===== config.mk =====
export PLATFORM = sky130hd
export DESIGN_NAME = atpc_reduce_stage
export DESIGN_NICKNAME = d
export VERILOG_FILES = /design/src/rtl/core/atpc_pkg.sv /design/src/rtl/core/atpc_reduce_stage.sv
export SDC_FILE = /design/constraint.sdc
export NUM_CORES = 2
export LEC_CHECK = 0
export BUFFER_PORTS_ARGS = -buffer_cell sky130_fd_sc_hd__buf_2
export CELL_PAD_IN_SITES_DETAIL_PLACEMENT = 1
export CELL_PAD_IN_SITES_GLOBAL_PLACEMENT = 2
export CORE_AREA = 2 2 559 561
export DETAILED_ROUTE_END_ITERATION = 8
export DIE_AREA = 0 0 561 563
export PLACE_DENSITY_LB_ADDON = 0.15
export SLEW_MARGIN = 20
export SYNTH_ARGS = -nofsm -noshare
export SYNTH_HDL_FRONTEND = slang
export SYNTH_SLANG_ARGS = --single-unit

===== constraint.sdc =====
create_clock -name vclk -period 5.8
set_input_delay 0.87 -clock vclk [all_inputs]
set_output_delay 0.87 -clock vclk [all_outputs]
set_load 0.01 [all_outputs]

===== src/rtl/core/atpc_pkg.sv =====
package atpc_pkg;

    // number format
    localparam int COORD_WIDTH = 32;
    localparam int FRAC_BITS   = 16;

    // floored product width and the clamp that applies to very wide products
    localparam int RAW_W    = 2 * COORD_WIDTH - FRAC_BITS;
    localparam int TERM_W   = (RAW_W > 62) ? 62 : RAW_W;
    localparam bit CLAMP_ON = (RAW_W > 61);
    localparam int SUM_W    = ((TERM_W > COORD_WIDTH) ? TERM_W : COORD_WIDTH) + 2;

    localparam int NUM_AXES = 3;
    localparam int ROW_W    = 2;
    localparam int CFG_IDX_W = 3;

    typedef logic signed [COORD_WIDTH-1:0] coord_t;
    typedef logic signed [TERM_W-1:0]      term_t;
    typedef logic signed [SUM_W-1:0]       sum_t;
    typedef logic signed [RAW_W-1:0]       raw_t;

    localparam coord_t C_MAX = {1'b0, {(COORD_WIDTH-1){1'b1}}};
    localparam coord_t C_MIN = {1'b1, {(COORD_WIDTH-1){1'b0}}};
    localparam raw_t   TERM_LIM = RAW_W'(65'sd1 << 60);

    typedef enum logic {
        FUNC_LOAD  = 1'b0,
        FUNC_PLANE = 1'b1
    } func_t;

    localparam logic [ROW_W-1:0] ROW_TRANS = 2'd3;

    typedef enum logic [1:0] {
        SIDE_BACK  = 2'd0,
        SIDE_FRONT = 2'd1,
        SIDE_ISECT = 2'd2
    } side_t;

    typedef enum logic [CFG_IDX_W-1:0] {
        CFG_MIN_X = 3'd0,
        CFG_MIN_Y = 3'd1,
        CFG_MIN_Z = 3'd2,
        CFG_MAX_X = 3'd3,
        CFG_MAX_Y = 3'd4,
        CFG_MAX_Z = 3'd5
    } cfg_idx_t;

    // box corners, index 0..2 is x, y, z
    typedef struct packed {
        coord_t [NUM_AXES-1:0] lo;
        coord_t [NUM_AXES-1:0] hi;
    } box_t;

    // multiply stage results, one entry per transaction in flight
    typedef struct packed {
        logic                               is_plane;
        logic                               rebuild;
        coord_t [NUM_AXES-1:0]              base;      // translation row, or d in base[0]
        term_t  [NUM_AXES-1:0][NUM_AXES-1:0] lo_term;  // [out axis][in axis]
        term_t  [NUM_AXES-1:0][NUM_AXES-1:0] hi_term;
        term_t  [NUM_AXES-1:0]              far_term;
        term_t  [NUM_AXES-1:0]              near_term;
    } mul_res_t;

    // fixed point product, floored; clamped to +-2^60 only when CLAMP_ON is set
    function automatic term_t qterm(coord_t a, coord_t b);
        logic signed [2*COORD_WIDTH-1:0] prod;
        raw_t raw;
        prod = a * b;
        raw  = RAW_W'(prod >>> FRAC_BITS);
        if (CLAMP_ON) begin
            if (raw > TERM_LIM) begin
                raw = TERM_LIM;
            end else if (raw < -TERM_LIM) begin
                raw = -TERM_LIM;
            end
        end
        return TERM_W'(raw);
    endfunction

    function automatic coord_t sat_coord(sum_t s);
        coord_t r;
        if (s > C_MAX) begin
            r = C_MAX;
        end else if (s < C_MIN) begin
            r = C_MIN;
        end else begin
            r = COORD_WIDTH'(s);
        end
        return r;
    endfunction

endpackage


===== src/rtl/core/atpc_reduce_stage.sv =====
module atpc_reduce_stage (
    input  atpc_pkg::mul_res_t res,
    output atpc_pkg::box_t     new_box,
    output atpc_pkg::side_t    side
);

    atpc_pkg::sum_t far_sum;
    atpc_pkg::sum_t near_sum;

    always_comb begin
        atpc_pkg::sum_t lo_sum;
        atpc_pkg::sum_t hi_sum;
        for (int j = 0; j < atpc_pkg::NUM_AXES; j++) begin
            lo_sum = atpc_pkg::SUM_W'($signed(res.base[j]));
            hi_sum = atpc_pkg::SUM_W'($signed(res.base[j]));
            for (int i = 0; i < atpc_pkg::NUM_AXES; i++) begin
                lo_sum = lo_sum + atpc_pkg::SUM_W'($signed(res.lo_term[j][i]));
                hi_sum = hi_sum + atpc_pkg::SUM_W'($signed(res.hi_term[j][i]));
            end
            new_box.lo[j] = atpc_pkg::sat_coord(lo_sum);
            new_box.hi[j] = atpc_pkg::sat_coord(hi_sum);
        end
    end

    always_comb begin
        far_sum  = atpc_pkg::SUM_W'($signed(res.base[0]));
        near_sum = atpc_pkg::SUM_W'($signed(res.base[0]));
        for (int j = 0; j < atpc_pkg::NUM_AXES; j++) begin
            far_sum  = far_sum + atpc_pkg::SUM_W'($signed(res.far_term[j]));
            near_sum = near_sum + atpc_pkg::SUM_W'($signed(res.near_term[j]));
        end
        priority if (far_sum < 0) begin
            side = atpc_pkg::SIDE_BACK;
        end else if (near_sum > 0) begin
            side = atpc_pkg::SIDE_FRONT;
        end else begin
            side = atpc_pkg::SIDE_ISECT;
        end
    end

endmodule


==> flow_metrics.env <==
export IMPL_layout_worst_path_cycle_share_pct=115
export IMPL_synth_cell_types=96
export IMPL_violations="setup timing"
export IMPL_internal_power_mw=15.0
export IMPL_min_to="new_box[128]"
export IMPL_mostFrequentLayoutCells="1493 x buf_4, 1354 x buf_2, 1281 x inv_1"
export IMPL_p_seq_share_pct=0
export IMPL_ys_seq_area_share_pct=0
export IMPL_worst_pin_slew_ns=0.883
export IMPL_design_seq_count=0
export IMPL_drc=0
export IMPL_core_um2=310000
export IMPL_wire_per_inst_um=22.7
export IMPL_power_switching_share_pct=53.7
export IMPL_synth_area_top_cells="fa_1 36%, inv_1 11%, ha_1 11%"
export IMPL_drt_iter0_drc=1793
export IMPL_relSlewSlack_pct=40.7
export IMPL_timing_hold_ws_ns=2.30
export IMPL_yosysWarnings=0
export IMPL_hold_path_startpoint="res[1184]"
export IMPL_dpl_hpwl_um=266000
export IMPL_timing_fmax_mhz=149
export IMPL_hold_buffers=0
export IMPL_rsz0062_at_grt="yes"
export IMPL_path_class="input pin to output pin"
export IMPL_ant_nets=0
export IMPL_ff_latch_area_um2=0
export IMPL_hold_path_depth=5
export IMPL_crit_required_ns=4.93
export IMPL_finalWorstSetupSlack_ns=-0.892
export IMPL_power_frac_comb_pct=100.0
export IMPL_p_clk_share_pct=0
export IMPL_routed_wl_um=286000
export IMPL_num_nets_final=10900
export IMPL_synth_top_area_cell="fa_1"
export IMPL_nClkBuffers=0
export IMPL_grt_pass1_wl_um=406000
export IMPL_crit_fanout=6
export IMPL_grt_ovfl_total=0
export IMPL_fp_dieW_um=561
export IMPL_io_buffer_count=1442
export IMPL_die_h_um=563
export IMPL_area_delta_synth_final_pct=67.4
export IMPL_slowest_stage="fa_1"
export IMPL_crit_path_max_incr_delay_ns=0.60
export IMPL_report_final_setup_viol=194
export IMPL_viasPerCell=3.98
export IMPL_placementRows=205
export IMPL_globalplace_congestion=0.912
export IMPL_die_area_um2=316000
export IMPL_min_path_type="input pin to output pin"
export IMPL_synth_nets=7975
export IMPL_syn_inst=5560
export IMPL_leakage_nw=36.4
export IMPL_drt_first_pass_iters=5
export IMPL_final_common_cell="buf_4"
export IMPL_hold_viol_final=0
export IMPL_initial_core_util_pct=14.0
export IMPL_drive_above_1_share_pct=42.9
export IMPL_powerDensity_nw_per_um2=445
export IMPL_ios=1444
export IMPL_antenna_found_initial=71
export IMPL_maxCapViolCount=0
export IMPL_ir_drop_mv=0.276
export IMPL_drv_slew=0
export IMPL_cp_common_cell="buf_4"
export IMPL_post_route_min_period_ns=6.69
export IMPL_grt_max_degree=32
export IMPL_grt_pass1_vias=56900
export IMPL_path_cells="buf_2 > inv_1 > fa_1 > fa_1 > inv_2 > ha_4 > buf_4 > and2_4 > buf_4 > a221o_2 > a21boi_2 > a2111o_1 > and2_4 > or4b_4 > o211ai_4 > o21ai_2 > or3_4 > o41ai_4 > buf_6 > buf_4 > buf_8 > o21ai_1 > buf_2"
export IMPL_power_mw=32.4
export IMPL_critical_path_startpoint_type="input pin"
export IMPL_status="complete, but fails checks"
export IMPL_endpoint_kind="output pin"
export IMPL_synth_top_area_share_pct=35.7
export IMPL_crit_arrival_ns=5.82
export IMPL_switchingPower_mw=17.4
export IMPL_grtUsageTotal_pct=17.5
export IMPL_postSynthAreaPerCell_um2=7.81
export IMPL_netlist_area_um2=43400
export IMPL_dr_total_vias=50200
==> synth_stat cells (36+ instances only) <==
cell type and n:
inv_1 1325, fa_1 775, a21oi_1 405, ha_1 390, o21ai_0 390, nand2_1 335
nor2_1 229, clkbuf_1 163, xnor2_1 152, xor2_1 141, nand4_1 131, a21o_1 121
nand3_1 91, nor3_1 91, o21ai_1 64, a31oi_1 50, a211oi_1 47, o21a_1 46
o21bai_1 42, o211ai_1 40, nor4_1 37, and3_1 36
==> worst max-delay path by stage <==
stage	endpoint	startpoint	cells past startpoint
3_5_place_dp	new_box[130]	res[886]	23
2_1_floorplan	new_box[85]	res[680]	18
5_1_grt	new_box[164]	res[1105]	24
6_report	new_box[73]	res[682]	23
4_1_cts	new_box[164]	res[1105]	24
3_3_place_gp	new_box[149]	res[886]	23
==> per-stage QoR <==
stage	setup WS, ns	utilization [%]	instances	setup TNS (ns)	instance area (um2)
global route	-1.06	23.4	12600	-178.67	72700
floorplan	-0.200	-	5560	-10.60	44400
CTS	-1.05	22.7	12500	-157.50	70500
detailed placement	-1.44	22.0	12500	-234.94	68200
global placement	-1.55	22.0	12500	-237.67	68200
finish	-0.892	23.4	12600	-139.70	72700
==> cell families (layout without fill, tap and decap cells) <==
group / count (synthesis) / after routing / share of synthesized area [%]
AOI/OAI and AO/OA: 1438 / 1439 / 20.6
xor gates and xnor gates: 293 / 293 / 5.91
adders and majority gates: 1165 / 1165 / 46.9
buffers and inverters: 1507 / 4390 / 13.1
muxes: 14 / 14 / 0.343
other: 0 / 26 / 0
and+or+nand+nor: 1143 / 1143 / 13.1
==> area by class of cell <==
cell class | instances | area (um2)
repair buffers | 3065 | 21300
diodes | 26 | 65.1
multi-input cells | 4054 | 41200
inverters | 1325 | 5020
fillers | 37400 | 238000
well taps | 4140 | 5180
==> worst max-delay path: cells and delay by family <==
family | cells | cell delay, ns
AO/OA/AOI/OAI | 7 | 1.39
adder cells (fa/ha/maj) | 3 | 1.38
buffers and inverters | 9 | 0.98
AND/OR/NAND/NOR | 4 | 1.20
==> routing by layer <==
| layer | track usage [%] | wire (um) | vias up |
|---|---|---|---|
| met1 | 21.8 | 123000 | 24900 |
| met3 | 2.05 | 10800 | 145 |
| met4 | 1.50 | 3440 | 40 |
| li1 | - | - | 24100 |
| met2 | 33.0 | 149000 | 1111 |
| met5 | 0 | 232 | - |
==> what timing repair did <==
action	4_1_cts	5_1_grt
setup buffers	48	35
gates cloned	12	8
gates resized for setup	385	376
endpoints found under the setup margin	194	194
pin swaps	115	156
==> power by group through the flow <==
stage,registers (mW),clock network (mW),logic (mW)
after floorplan,0,0,13.3
after global placement,0,0,28.0
after detailed placement,0,0,28.1
after CTS,0,0,30.5
after global routing,0,0.0000000927,35.0
final,0,0.000000275,32.4
Power figures use the tool's default switching activity.
